[src/key_debounce_repeat_events_top_macros.svh]
// Assertion macros shared by the key debounce RTL
`ifndef KEY_DEBOUNCE_REPEAT_EVENTS_TOP_MACROS_SVH
`define KEY_DEBOUNCE_REPEAT_EVENTS_TOP_MACROS_SVH

// Same-cycle implication, checked outside reset
`define KDRE_ASSERT_NOW(label, clk, rst_n, ante, cons) \
	label: assert property (@(posedge clk) disable iff (!rst_n) (ante) |-> (cons)) \
		else $error("kdre check failed");

// Next-cycle implication, checked outside reset
`define KDRE_ASSERT_NEXT(label, clk, rst_n, ante, cons) \
	label: assert property (@(posedge clk) disable iff (!rst_n) (ante) |=> (cons)) \
		else $error("kdre check failed");

`endif

[src/kdre_pkg.sv]
`timescale 1ns / 1ps
package kdre_pkg;

	localparam int FIELD_W    = 11;
	localparam int NUM_KEYS   = FIELD_W;
	localparam int CNT_W      = 16;
	localparam int AGREE_W    = 3;
	localparam int CFG_IDX_W  = 8;
	localparam int CFG_DATA_W = 16;

	localparam logic [AGREE_W-1:0] AGREE_NEEDED = AGREE_W'(3);
	localparam logic [AGREE_W-1:0] AGREE_CAP    = AGREE_W'(5);

	localparam logic [CNT_W-1:0] DEFAULT_DELAY    = CNT_W'(200);
	localparam logic [CNT_W-1:0] DEFAULT_INTERVAL = CNT_W'(20);

	// Configuration register indexes
	localparam logic [CFG_IDX_W-1:0] REG_TOGGLE_MASK     = CFG_IDX_W'(0);
	localparam logic [CFG_IDX_W-1:0] REG_REPEAT_MASK     = CFG_IDX_W'(1);
	localparam logic [CFG_IDX_W-1:0] REG_REPEAT_DELAY    = CFG_IDX_W'(2);
	localparam logic [CFG_IDX_W-1:0] REG_REPEAT_INTERVAL = CFG_IDX_W'(3);

	// Pending event codes
	typedef enum logic [1:0] {
		EV_NONE    = 2'd0,
		EV_PRESS   = 2'd1,
		EV_RELEASE = 2'd2,
		EV_REPEAT  = 2'd3
	} event_t;

	// Per-key sample and consumed-event bits
	typedef struct packed {
		logic lvl;
		logic clr_press;
		logic clr_rel;
		logic clr_rpt;
	} lane_in_t;

	// Per-key settings
	typedef struct packed {
		logic             is_tog;
		logic             is_rep;
		logic [CNT_W-1:0] delay;
		logic [CNT_W-1:0] interval;
	} lane_cfg_t;

	// Per-key result after the tick
	typedef struct packed {
		logic stable;
		logic press;
		logic rel;
		logic rpt;
	} lane_res_t;

endpackage

[src/kdre_if.sv]
`timescale 1ns / 1ps
// Scan tick channel
interface kdre_in_if;
	import kdre_pkg::*;
	logic               valid;
	logic               ready;
	logic [FIELD_W-1:0] key_levels;
	logic [FIELD_W-1:0] clear_press_mask;
	logic [FIELD_W-1:0] clear_release_mask;
	logic [FIELD_W-1:0] clear_repeat_mask;
	modport source (output valid, key_levels, clear_press_mask, clear_release_mask,
		clear_repeat_mask, input ready);
	modport sink (input valid, key_levels, clear_press_mask, clear_release_mask,
		clear_repeat_mask, output ready);
endinterface

// Result channel
interface kdre_out_if;
	import kdre_pkg::*;
	logic               valid;
	logic               ready;
	logic [FIELD_W-1:0] stable_levels;
	logic [FIELD_W-1:0] press_flags;
	logic [FIELD_W-1:0] release_flags;
	logic [FIELD_W-1:0] repeat_flags;
	modport source (output valid, stable_levels, press_flags, release_flags,
		repeat_flags, input ready);
	modport sink (input valid, stable_levels, press_flags, release_flags,
		repeat_flags, output ready);
endinterface

// Register write channel
interface kdre_cfg_if;
	import kdre_pkg::*;
	logic                  valid;
	logic                  ready;
	logic [CFG_IDX_W-1:0]  index;
	logic [CFG_DATA_W-1:0] data;
	modport source (output valid, index, data, input ready);
	modport sink (input valid, index, data, output ready);
endinterface

[src/kdre_lane.sv]
`timescale 1ns / 1ps
`include "key_debounce_repeat_events_top_macros.svh"
module kdre_lane (
	input  logic               clk,
	input  logic               arst_n,
	input  logic               advance,
	input  kdre_pkg::lane_in_t  lin,
	input  kdre_pkg::lane_cfg_t lcfg,
	output kdre_pkg::lane_res_t res
);
	import kdre_pkg::*;

	logic               prev_q, prev_n;
	logic               deb_q, deb_n;
	logic [AGREE_W-1:0] agree_q, agree_n;
	event_t             ev_q, ev_n;
	logic [CNT_W-1:0]   hold_q, hold_n;
	logic [CNT_W-1:0]   gap_q, gap_n;
	logic [CNT_W-1:0]   hold_inc, gap_inc;

	// Next state for one scan tick
	always_comb begin
		ev_n     = ev_q;
		deb_n    = deb_q;
		hold_n   = hold_q;
		gap_n    = gap_q;
		hold_inc = '0;
		gap_inc  = '0;

		// consumed events, only where the type matches
		if ((ev_q == EV_PRESS && lin.clr_press) || (ev_q == EV_RELEASE && lin.clr_rel) ||
				(ev_q == EV_REPEAT && lin.clr_rpt)) begin
			ev_n = EV_NONE;
		end

		// agreement counter, capped
		if (lin.lvl == prev_q) begin
			agree_n = (agree_q < AGREE_CAP) ? agree_q + AGREE_W'(1) : agree_q;
		end else begin
			agree_n = '0;
		end
		prev_n = lin.lvl;

		// stable level change and event latch
		if (agree_n >= AGREE_NEEDED) begin
			if (lin.lvl != deb_q) begin
				deb_n = lin.lvl;
				if (lcfg.is_tog) begin
					ev_n = EV_NONE;
				end else if (!lin.lvl) begin
					ev_n   = EV_PRESS;
					hold_n = '0;
					gap_n  = '0;
				end else begin
					ev_n = EV_RELEASE;
				end
			end
			agree_n = '0;
		end

		// auto-repeat while held; paused while a press is pending
		if (lcfg.is_rep && !deb_n) begin
			if (ev_n != EV_PRESS) begin
				hold_inc = hold_n + CNT_W'(1);
				hold_n   = hold_inc;
				if (hold_inc == lcfg.delay) begin
					ev_n  = EV_REPEAT;
					gap_n = '0;
				end else if (hold_inc > lcfg.delay) begin
					gap_inc = gap_n + CNT_W'(1);
					if (gap_inc >= lcfg.interval) begin
						gap_n = '0;
						ev_n  = EV_REPEAT;
					end else begin
						gap_n = gap_inc;
					end
				end
			end
		end else begin
			hold_n = '0;
			gap_n  = '0;
		end
	end

	assign res.stable = deb_n;
	assign res.press  = (ev_n == EV_PRESS);
	assign res.rel    = (ev_n == EV_RELEASE);
	assign res.rpt    = (ev_n == EV_REPEAT);

	// Per-key state, updated on each accepted tick
	always_ff @(posedge clk or negedge arst_n) begin
		if (!arst_n) begin
			prev_q  <= 1'b1;
			deb_q   <= 1'b1;
			agree_q <= '0;
			ev_q    <= EV_NONE;
			hold_q  <= '0;
			gap_q   <= '0;
		end else if (advance) begin
			prev_q  <= prev_n;
			deb_q   <= deb_n;
			agree_q <= agree_n;
			ev_q    <= ev_n;
			hold_q  <= hold_n;
			gap_q   <= gap_n;
		end
	end

	`KDRE_ASSERT_NOW(a_agree_capped, clk, arst_n, 1'b1, agree_q <= AGREE_CAP)
	`KDRE_ASSERT_NEXT(a_tog_no_event, clk, arst_n, advance && lcfg.is_tog && ev_q == EV_NONE, ev_q == EV_NONE)
	`KDRE_ASSERT_NEXT(a_no_rep_no_hold, clk, arst_n, advance && !lcfg.is_rep, hold_q == '0 && gap_q == '0)

endmodule

[src/kdre_merge.sv]
`timescale 1ns / 1ps
`include "key_debounce_repeat_events_top_macros.svh"
module kdre_merge (
	input  logic                clk,
	input  logic                arst_n,
	input  logic                load,
	input  kdre_pkg::lane_res_t lanes [kdre_pkg::NUM_KEYS],
	output logic                can_load,
	kdre_out_if.source          events
);
	import kdre_pkg::*;

	logic               valid_q;
	logic [FIELD_W-1:0] stable_q, press_q, rel_q, rpt_q;
	logic [FIELD_W-1:0] stable_c, press_c, rel_c, rpt_c;

	// Gather lane results into result words
	always_comb begin
		for (int k = 0; k < NUM_KEYS; k++) begin
			stable_c[k] = lanes[k].stable;
			press_c[k]  = lanes[k].press;
			rel_c[k]    = lanes[k].rel;
			rpt_c[k]    = lanes[k].rpt;
		end
	end

	assign can_load = !valid_q || events.ready;

	// Output register valid
	always_ff @(posedge clk or negedge arst_n) begin
		if (!arst_n) begin
			valid_q <= 1'b0;
		end else if (load) begin
			valid_q <= 1'b1;
		end else if (events.ready) begin
			valid_q <= 1'b0;
		end
	end

	// Output register payload
	always_ff @(posedge clk) begin
		if (load) begin
			stable_q <= stable_c;
			press_q  <= press_c;
			rel_q    <= rel_c;
			rpt_q    <= rpt_c;
		end
	end

	assign events.valid         = valid_q;
	assign events.stable_levels = stable_q;
	assign events.press_flags   = press_q;
	assign events.release_flags = rel_q;
	assign events.repeat_flags  = rpt_q;

	`KDRE_ASSERT_NOW(a_load_needs_room, clk, arst_n, load, can_load)
	`KDRE_ASSERT_NEXT(a_load_sets_valid, clk, arst_n, load, valid_q)
	`KDRE_ASSERT_NEXT(a_idle_drains, clk, arst_n, !load && events.ready, !valid_q)

endmodule

[src/key_debounce_repeat_events_top.sv]
`timescale 1ns / 1ps
// Channel   Direction  Transaction
// keys      in         one scan tick: raw levels and consumed-event masks
// events    out        one result: stable levels and pending event flags
// cfg       in         register write: index, data (always ready)
//
// One scan tick per cycle while keys.ready is high; each key has its own lane, all in step.
// A result appears in the output register the cycle after its tick is taken.
// keys.ready drops only while a result is held and events.ready is low.
// Reset takes every key as released with no event pending.
module key_debounce_repeat_events_top (
	input  logic       clk,
	input  logic       arst_n,
	kdre_in_if.sink    keys,
	kdre_out_if.source events,
	kdre_cfg_if.sink   cfg
);
	import kdre_pkg::*;

	logic               advance;
	logic               can_load;
	logic [FIELD_W-1:0] toggle_q, repeat_q;
	logic [CNT_W-1:0]   delay_q, interval_q;
	lane_res_t          lanes [NUM_KEYS];

	// Configuration registers
	assign cfg.ready = 1'b1;

	always_ff @(posedge clk or negedge arst_n) begin
		if (!arst_n) begin
			toggle_q   <= '0;
			repeat_q   <= '0;
			delay_q    <= DEFAULT_DELAY;
			interval_q <= DEFAULT_INTERVAL;
		end else if (cfg.valid) begin
			case (cfg.index)
				REG_TOGGLE_MASK:     toggle_q   <= cfg.data[FIELD_W-1:0];
				REG_REPEAT_MASK:     repeat_q   <= cfg.data[FIELD_W-1:0];
				REG_REPEAT_DELAY:    delay_q    <= cfg.data[CNT_W-1:0];
				REG_REPEAT_INTERVAL: interval_q <= cfg.data[CNT_W-1:0];
				default: begin
				end
			endcase
		end
	end

	assign keys.ready = can_load;
	assign advance    = keys.valid && can_load;

	// One lane per key
	for (genvar k = 0; k < NUM_KEYS; k++) begin : g_lane
		lane_in_t  lin;
		lane_cfg_t lcfg;

		assign lin.lvl       = keys.key_levels[k];
		assign lin.clr_press = keys.clear_press_mask[k];
		assign lin.clr_rel   = keys.clear_release_mask[k];
		assign lin.clr_rpt   = keys.clear_repeat_mask[k];
		// toggle wins over repeat
		assign lcfg.is_tog   = toggle_q[k];
		assign lcfg.is_rep   = !toggle_q[k] && repeat_q[k];
		assign lcfg.delay    = delay_q;
		assign lcfg.interval = interval_q;

		kdre_lane u_lane (
			.clk     (clk),
			.arst_n  (arst_n),
			.advance (advance),
			.lin     (lin),
			.lcfg    (lcfg),
			.res     (lanes[k])
		);
	end

	kdre_merge u_merge (
		.clk      (clk),
		.arst_n   (arst_n),
		.load     (advance),
		.lanes    (lanes),
		.can_load (can_load),
		.events   (events)
	);

endmodule
[src/flat_wrapper.sv]
// flat-port wrapper written by rule: the top's interface ports become plain ports
module key_debounce_repeat_events_top_flat import kdre_pkg::*;
  (clk, arst_n, keys_valid, keys_key_levels, keys_clear_press_mask, keys_clear_release_mask, keys_clear_repeat_mask, keys_ready, events_valid, events_stable_levels, events_press_flags, events_release_flags, events_repeat_flags, events_ready, cfg_valid, cfg_index, cfg_data, cfg_ready);
  kdre_in_if keys_i ();
  kdre_out_if events_i ();
  kdre_cfg_if cfg_i ();
  input  logic clk;
  input  logic arst_n;
  input wire logic [$bits(keys_i.valid)-1:0] keys_valid;
  input wire logic [$bits(keys_i.key_levels)-1:0] keys_key_levels;
  input wire logic [$bits(keys_i.clear_press_mask)-1:0] keys_clear_press_mask;
  input wire logic [$bits(keys_i.clear_release_mask)-1:0] keys_clear_release_mask;
  input wire logic [$bits(keys_i.clear_repeat_mask)-1:0] keys_clear_repeat_mask;
  output wire logic [$bits(keys_i.ready)-1:0] keys_ready;
  output wire logic [$bits(events_i.valid)-1:0] events_valid;
  output wire logic [$bits(events_i.stable_levels)-1:0] events_stable_levels;
  output wire logic [$bits(events_i.press_flags)-1:0] events_press_flags;
  output wire logic [$bits(events_i.release_flags)-1:0] events_release_flags;
  output wire logic [$bits(events_i.repeat_flags)-1:0] events_repeat_flags;
  input wire logic [$bits(events_i.ready)-1:0] events_ready;
  input wire logic [$bits(cfg_i.valid)-1:0] cfg_valid;
  input wire logic [$bits(cfg_i.index)-1:0] cfg_index;
  input wire logic [$bits(cfg_i.data)-1:0] cfg_data;
  output wire logic [$bits(cfg_i.ready)-1:0] cfg_ready;
  assign keys_i.valid = keys_valid;
  assign keys_i.key_levels = keys_key_levels;
  assign keys_i.clear_press_mask = keys_clear_press_mask;
  assign keys_i.clear_release_mask = keys_clear_release_mask;
  assign keys_i.clear_repeat_mask = keys_clear_repeat_mask;
  assign keys_ready = keys_i.ready;
  assign events_valid = events_i.valid;
  assign events_stable_levels = events_i.stable_levels;
  assign events_press_flags = events_i.press_flags;
  assign events_release_flags = events_i.release_flags;
  assign events_repeat_flags = events_i.repeat_flags;
  assign events_i.ready = events_ready;
  assign cfg_i.valid = cfg_valid;
  assign cfg_i.index = cfg_index;
  assign cfg_i.data = cfg_data;
  assign cfg_ready = cfg_i.ready;
  key_debounce_repeat_events_top u_core (.clk(clk), .arst_n(arst_n), .keys(keys_i), .events(events_i), .cfg(cfg_i));
endmodule
[config.mk]
export PLATFORM = sky130hd
export DESIGN_NAME = key_debounce_repeat_events_top_flat
export DESIGN_NICKNAME = d
export VERILOG_FILES = /design/src/kdre_pkg.sv /design/src/kdre_if.sv /design/src/kdre_lane.sv /design/src/kdre_merge.sv /design/src/key_debounce_repeat_events_top.sv /design/src/flat_wrapper.sv
export VERILOG_INCLUDE_DIRS = /design/src /design/src/src
export SDC_FILE = /design/constraint.sdc
export NUM_CORES = 2
export LEC_CHECK = 0
export BUFFER_PORTS_ARGS = -buffer_cell sky130_fd_sc_hd__buf_2
export CORE_UTILIZATION = 47
export CTS_BUF_LIST = sky130_fd_sc_hd__clkbuf_16
export CTS_CLUSTER_SIZE = 25
export DETAILED_ROUTE_END_ITERATION = 10
export PLACE_DENSITY = 0.7
export SLEW_MARGIN = 25
export SYNTH_ARGS = -nofsm -noshare
export SYNTH_HDL_FRONTEND = slang
export SYNTH_SLANG_ARGS = --single-unit
[constraint.sdc]
create_clock -name clk -period 7.4 [get_ports clk]
set_input_delay 1.85 -clock clk [delete_from_list [all_inputs] [get_ports clk]]
set_output_delay 1.85 -clock clk [all_outputs]
set_load 0.005 [all_outputs]
; ---- After elaboration in Yosys (flattened, before gate mapping)
; Cells that the tools add are included.
[op_classes]
n_addsub = 33
n_lt_le_gt_ge = 44
n_eq_ne = 113
n_mux = 332
n_reduce_logical = 108
[ops]
columns = op, n
row1 = 16-bit 2-to-1 mux, 165
row2 = 16-bit by 1-bit adder with 16-bit output (second input constant), 22
row3 = 2-bit 2-to-1 mux, 110
row4 = 16-bit == test, 11
row5 = 16-bit >= comparator, 11
row6 = 16-bit greater-than comparator, 11
row7 = 3-bit 2-to-1 mux, 33
row8 = 2-bit == test (second input constant), 44
row9 = 1-bit logical AND, 56
row10 = 2-bit by 1-bit == test with 1-bit output (second input constant), 22
row11 = 3-bit by 1-bit adder with 3-bit output (second input constant), 11
row12 = 3-bit by 2-bit >= comparator with 1-bit output (second input constant), 11
row13 = 3-bit less-than comparator (second input constant), 11
row14 = 1-bit 2-to-1 mux, 24
row15 = 1-bit zero test, 23
row16 = 1-bit logical OR, 23
row17 = 2-bit by 1-bit != test with 1-bit output (second input constant), 11
row18 = 8-bit by 2-bit == test with 1-bit output (second input constant), 2
row19 = 1-bit == test, 11
row20 = 1-bit != test, 11
row21 = 8-bit by 1-bit == test with 1-bit output (second input constant), 1
row22 = 8-bit zero test, 1
row23 = 2-bit AND reduction, 4
row24 = 2-bit nonzero test, 1
[totals]
reg_bits = 528
inputBits = 73
output_inout_bits = 47
elab_cells = 705

; ---- Longest topological paths before layout
[logic_depth]
word_depth = 13
ltp_mapped = 26
mapped_depth_nobuf = 22

; ---- Hierarchy
; Synthesis repeated with hierarchy kept, for this count alone.
[hier_totals]
cells_unflattened = 5024
area_unflattened_um2 = 43027.5
[by_module_without_submodules]
columns = module, n_inst, cells_per_inst, area_each_um2, seq_area_each_um2
row1 = kdre_lane at u_core.g_lane[0].u_lane ..., 10, 441, 3579.7, 978.4
row2 = kdre_lane at u_core.g_lane[3].u_lane, 1, 435, 3552.2, 978.4
row3 = key_debounce_repeat_events_top, 1, 132, 2309.7, 1357.6
row4 = kdre_merge, 1, 47, 1368.8, 1346.3

; ---- Worst setup path before layout
; Ideal clock, no wire load.
[synth_timing]
path_kind = input-to-reg
startpoint = in keys_key_levels[3]
endpoint = reg u_core.g_lane[3].u_lane.gap_q[12]
setup_time_ns = 0.079
t_arrival_ns = 6.804
t_required_ns = 7.321
setup_slack_ns = 0.517
path_stages = 24
path_buffers = 4
cell_sequence = clkbuf_1 nor4b_1 o31a_1 nand2_1 clkbuf_1 clkbuf_1 and2_1 ha_1 nand3_1 a2111oi_0 and4_1 and3_1 xnor2_1 nor2_1 ha_1 nand4_1 nor3_1 a21boi_0 nor3b_1 or3_1 nor2_1 buf_2 nand3_1 mux2i_1
[synth_via]
elab_chain_cells = 11
elab_cells_between_ends = 31
cone_classes = add/sub (2) / order compare (3) / eq/ne (4) / mux (20) / reduce/logical (2)
[synth_lines]
columns = element, line_no
row1 = "start, declared", flat_wrapper.sv:10  ; input wire logic [$bits(keys_i.key_levels)-1:0] keys_key_levels;
row2 = 1-bit == test / 16-bit 2-to-1 mux (equally long branches), "kdre_lane.sv:37, kdre_lane.sv:50"
row3 = 3-bit 2-to-1 mux / 16-bit 2-to-1 mux (equally long branches), "kdre_lane.sv:37, kdre_lane.sv:48"
row4 = 3-bit by 2-bit >= comparator with 1-bit output / 16-bit 2-to-1 mux (equally long branches), "kdre_lane.sv:45, kdre_lane.sv:46"
row5 = 16-bit 2-to-1 mux, kdre_lane.sv:45  ; if (agree_n >= AGREE_NEEDED) begin
row6 = 16-bit by 1-bit adder with 16-bit output, kdre_lane.sv:70  ; gap_inc = gap_n + CNT_W'(1);
row7 = 16-bit >= comparator, kdre_lane.sv:71  ; if (gap_inc >= lcfg.interval) begin
row8 = 16-bit 2-to-1 mux, kdre_lane.sv:71
row9 = 16-bit 2-to-1 mux, kdre_lane.sv:69  ; end else if (hold_inc > lcfg.delay) begin
row10 = 16-bit 2-to-1 mux, kdre_lane.sv:66  ; if (hold_inc == lcfg.delay) begin
row11 = 16-bit 2-to-1 mux, kdre_lane.sv:63  ; if (ev_n != EV_PRESS) begin
row12 = 16-bit 2-to-1 mux *, kdre_lane.sv:62  ; if (lcfg.is_rep && !deb_n) begin
row13 = "end signal, assigned", kdre_lane.sv:105  ; gap_q <= gap_n;
row14 = "end, declared", kdre_lane.sv:18  ; logic [CNT_W-1:0] gap_q, gap_n;
; Every way passes the cells marked *; elsewhere a longest branch is shown, timed or not.
; A chain may end at the register's enable or synchronous reset.

; ---- Worst setup path after layout
[layout_timing]
startpoint = in keys_key_levels[7]
endpoint = reg u_core.g_lane[7].u_lane.gap_q[12]
[layout_via]
elab_chain_cells = 11
elab_cells_between_ends = 31
cone_classes = add/sub (2) / order compare (3) / eq/ne (4) / mux (20) / reduce/logical (2)
[layout_lines]
columns = element, line_no
row1 = 1-bit == test / 16-bit 2-to-1 mux (equally long branches), "kdre_lane.sv:37, kdre_lane.sv:50"
row2 = 3-bit 2-to-1 mux / 16-bit 2-to-1 mux (equally long branches), "kdre_lane.sv:37, kdre_lane.sv:48"
row3 = 3-bit by 2-bit >= comparator with 1-bit output / 16-bit 2-to-1 mux (equally long branches), "kdre_lane.sv:45, kdre_lane.sv:46"
row4 = 16-bit 2-to-1 mux, kdre_lane.sv:45
row5 = 16-bit by 1-bit adder with 16-bit output, kdre_lane.sv:70
row6 = 16-bit >= comparator, kdre_lane.sv:71
row7 = 16-bit 2-to-1 mux, kdre_lane.sv:71
row8 = 16-bit 2-to-1 mux, kdre_lane.sv:69
row9 = 16-bit 2-to-1 mux, kdre_lane.sv:66
row10 = 16-bit 2-to-1 mux, kdre_lane.sv:63
row11 = 16-bit 2-to-1 mux *, kdre_lane.sv:62
row12 = "end signal, assigned", kdre_lane.sv:105
row13 = "end, declared", kdre_lane.sv:18
; Marked as above.

==> impl_metrics.env <==
export IMPL_port_buffers=118
export IMPL_final_cells=6056
export IMPL_rsz0062_at_grt="no"
export IMPL_globalplace_congestion=0.926
export IMPL_cpMaxStageDelayCell="or4_1"
export IMPL_yosysSeqAreaShare_pct=33.2
export IMPL_fmax_ghz=0.155
export IMPL_max_slew_margin_pct=23.9
export IMPL_insertion_delay_ns=0.63
export IMPL_path_class="input port to register"
export IMPL_cts_buffer_depth=3
export IMPL_finalClockSkew_ns=0.0269
export IMPL_syn_inst=4774
export IMPL_clock_sinks=528
export IMPL_max_slew_worst_pin_slew_ns=1.14
export IMPL_crit_buf_inv=2
export IMPL_overflow=0
export IMPL_cts_setup_buffers=0
export IMPL_synth_area_per_cell_um2=8.51
export IMPL_antenna_found_initial=3
export IMPL_synth_distinct_cells=107
export IMPL_drt_wl_total_um=122000
export IMPL_ant_nets=0
export IMPL_max_cap_viol_count=0
export IMPL_hold_ws_ns=0.485
export IMPL_crit_family="simple AND/OR/NAND/NOR gates"
export IMPL_outcome="complete, no violations"
export IMPL_synth_nets=5232
export IMPL_nNetsFinal=5316
export IMPL_critPathArrivalTime_ns=6.96
export IMPL_cts_root_buf="clkbuf_16"
export IMPL_track_usage_pct=27.8
export IMPL_synth_main_ff_cell="dfrtp_1"
export IMPL_n_fill_cell=8080
export IMPL_synthesis_area_um2=40600
export IMPL_setup_viol=0
export IMPL_final_common_cell="nand2_1"
export IMPL_grt_max_degree=148
export IMPL_path_clk_slew_ns=0.06
export IMPL_drt_iter0_drc=3600
export IMPL_min_period_ns=6.46
export IMPL_post_drt_wl_per_cell_um=20.2
export IMPL_rows=107
export IMPL_worstSetupEndpointType="register"
export IMPL_drive_gt1_share_pct=9.39
export IMPL_first_pass_iters=6
export IMPL_grt_pass1_vias=35146
export IMPL_hp_class="register to register"
export IMPL_powerDensity_nw_per_um2=187
export IMPL_ys_ff_latch=528
export IMPL_die_h_um=296
export IMPL_layout_common_cells="nand2_1, dfrtp_1, nor2_1"
export IMPL_multi_input_area_um2=26000
export IMPL_start_util_pct=47.6
export IMPL_slew_violations=0
export IMPL_place_area_um2=42600
export IMPL_ir_drop_mv=0.198
export IMPL_area_growth_pct=9.96
export IMPL_regArea_um2=13500
export IMPL_finalHoldViolations=0
export IMPL_viasPerCell=6.22
export IMPL_crit_chain="buf_2 -> nor4_1 -> nand3_1 -> and2_1 -> ha_1 -> and3_1 -> and3_1 -> nand2_1 -> nor3_1 -> buf_4 -> nand3_1 -> xor2_1 -> nor2_1 -> ha_1 -> nand4_1 -> or4_1 -> o211ai_1 -> nand2_1 -> or3_1 -> a31o_2 -> a22o_1"
export IMPL_p_leak_nw=20.2
export IMPL_synth_edf_count=44
export IMPL_io_pin_count=120
export IMPL_drc=0
export IMPL_ys_warn_count=0
export IMPL_die_w_um=296
export IMPL_max_stage_delay_ns=0.57
export IMPL_core_area_um2=85400
export IMPL_antenna_cells=0
export IMPL_cp_max_fo=9
export IMPL_dr_total_vias=37643
export IMPL_post_cts_resized=0
export IMPL_cts_buffers=66
export IMPL_critPathLaunchType="input port"
export IMPL_final_cell_area_um2=44700
export IMPL_dieArea_um2=87600
export IMPL_dp_cells=5934
export IMPL_cts_tree="yes"
export IMPL_cts_hold_buf=0
export IMPL_period_share_pct=87.4
export IMPL_cts_htree_levels=3
export IMPL_async_reset_ff_share_pct=91.7
export IMPL_dpl_hpwl_um=83600
export IMPL_fin_setup_tns_ns=0
export IMPL_grt_pass1_wl_um=194000
export IMPL_required_ns=7.90
## where the power goes
part	internal [W]	total, W	switching (W)	leakage [nW]
sequential	0.00311	0.00327	0.000160	7.03
combinational	0.000641	0.00193	0.00129	12.1
clock	0.00178	0.00315	0.00137	1.07
total	0.00553	0.00834	0.00281	20.2
## final cells by class
cell class / count / area share [%]
clock inverters: 54 / 0.801
inverters: 122 / 1.04
multi-input cells: 3941 / 58.2
repair buffers: 199 / 2.76
well taps: 1144 / 3.20
clock buffers: 68 / 3.81
flip-flops and latches: 528 / 30.1
## logic make-up (layout without fill, tap and decap cells)
group | count (synthesis) | after routing | share of synthesized area, %
multiplexers | 84 | 84 | 2.24
other | 1 | 1 | 0.00923
XOR/XNOR | 295 | 295 | 6.36
adder cells (fa/ha/maj) | 385 | 385 | 11.9
buffers and inverters | 305 | 443 | 2.97
AND/OR/NAND/NOR | 1923 | 1923 | 23.2
flip-flops | 528 | 528 | 33.2
AO/OA/AOI/OAI | 1253 | 1253 | 20.2
## state kept, by name, summed over array words and instances (netlist names), 11 cells and up
register and count:
u_core.delay_q 16, u_core.g_lane.u_lane.agree_q 33, u_core.g_lane.u_lane.deb_q 11, u_core.g_lane.u_lane.ev_q 22
u_core.g_lane.u_lane.gap_q 176, u_core.g_lane.u_lane.hold_q 176, u_core.g_lane.u_lane.prev_q 11, u_core.interval_q 16
u_core.repeat_q 11, u_core.toggle_q 11, u_core.u_merge.events.press_flags 11, u_core.u_merge.events.release_flags 11
u_core.u_merge.events.repeat_flags 11, u_core.u_merge.events.stable_levels 11
## final timing paths
check                                                   start                            endpoint  slack (ns)  cells after the start
max                                        keys_key_levels[7]   u_core.g_lane[7].u_lane.gap_q[12]        0.94                     21
max in group asynchronous                              arst_n  u_core.g_lane[7].u_lane.agree_q[2]        4.78                      2
min reg2reg                     u_core.g_lane[6].u_lane.deb_q       u_core.g_lane[6].u_lane.deb_q        0.49                      2
min                             u_core.g_lane[6].u_lane.deb_q       u_core.g_lane[6].u_lane.deb_q        0.49                      2
min in group asynchronous                              arst_n   u_core.g_lane[2].u_lane.gap_q[13]        1.28                      1
max reg2reg                u_core.g_lane[3].u_lane.agree_q[0]    u_core.g_lane[3].u_lane.gap_q[2]        1.08                     20
## through the flow
step | power, W | util [%] | worst slack (ns)
2_1_floorplan | 0.00456 | - | 0.517
3_3_place_gp | 0.00516 | 49.9 | 0.573
3_5_place_dp | 0.00520 | 49.9 | 0.425
4_1_cts | 0.00837 | 52.3 | 1.03
5_1_grt | 0.00872 | 52.3 | 0.500
6_report | 0.00834 | 52.3 | 0.935
## layer usage
metal / routed length, um / share of wire [%] / up-vias / GRT usage, %
met1: 55000 / 45 / 18237 / 39.0
met3: 8860 / 7.2 / 259 / 3.63
li1: - / - / 17765 / -
met4: 4320 / 3.5 / 2 / 10.5
met2: 54300 / 44 / 1380 / 43.4
met5: 13 / 0.011 / - / 0
## worst reg2reg max path: stages (launching register included)
cell and delay (ns):
dfrtp_1 0.42, ha_1 0.34, or4_1 0.67, nand2_1 0.16
and2_1 0.18, ha_1 0.23, nand3_1 0.17, a2111oi_0 0.79
and4_1 0.37, and3_1 0.23, xnor2_1 0.13, nor2_1 0.06
ha_1 0.29, nand4_1 0.14, nor2_1 0.07, a221oi_1 0.29
nor3b_1 0.30, a21oi_1 0.16, o21ai_1 0.74, o21ai_0 0.21
a211oi_1 0.28
## cells in the mapped netlist, types with 35 or more instances
cell type / n / share of area [%]
xnor2_1: 155 / 3.3
nor3_1: 81 / 1.0
ha_1: 385 / 12
mux2_2: 55 / 1.5
o21ai_0: 330 / 4.1
and2_1: 76 / 1.2
nand2b_1: 45 / 0.69
nor2_1: 421 / 3.9
o31ai_1: 53 / 0.98
nand2_1: 590 / 5.5
dfrtp_1: 457 / 28
o211ai_1: 35 / 0.65
edfxtp_1: 44 / 3.3
a21oi_1: 304 / 3.7
clkbuf_1: 134 / 1.2
nand3_1: 237 / 2.9
and3_1: 91 / 1.4
nor2b_1: 39 / 0.60
or3_1: 49 / 0.75
xor2_1: 140 / 3.0
a22o_1: 129 / 2.8
nand4_1: 120 / 1.8
a31oi_1: 54 / 0.83
inv_1: 117 / 1.1
a21o_1: 70 / 1.3
(Power assumes the default switching activity.)
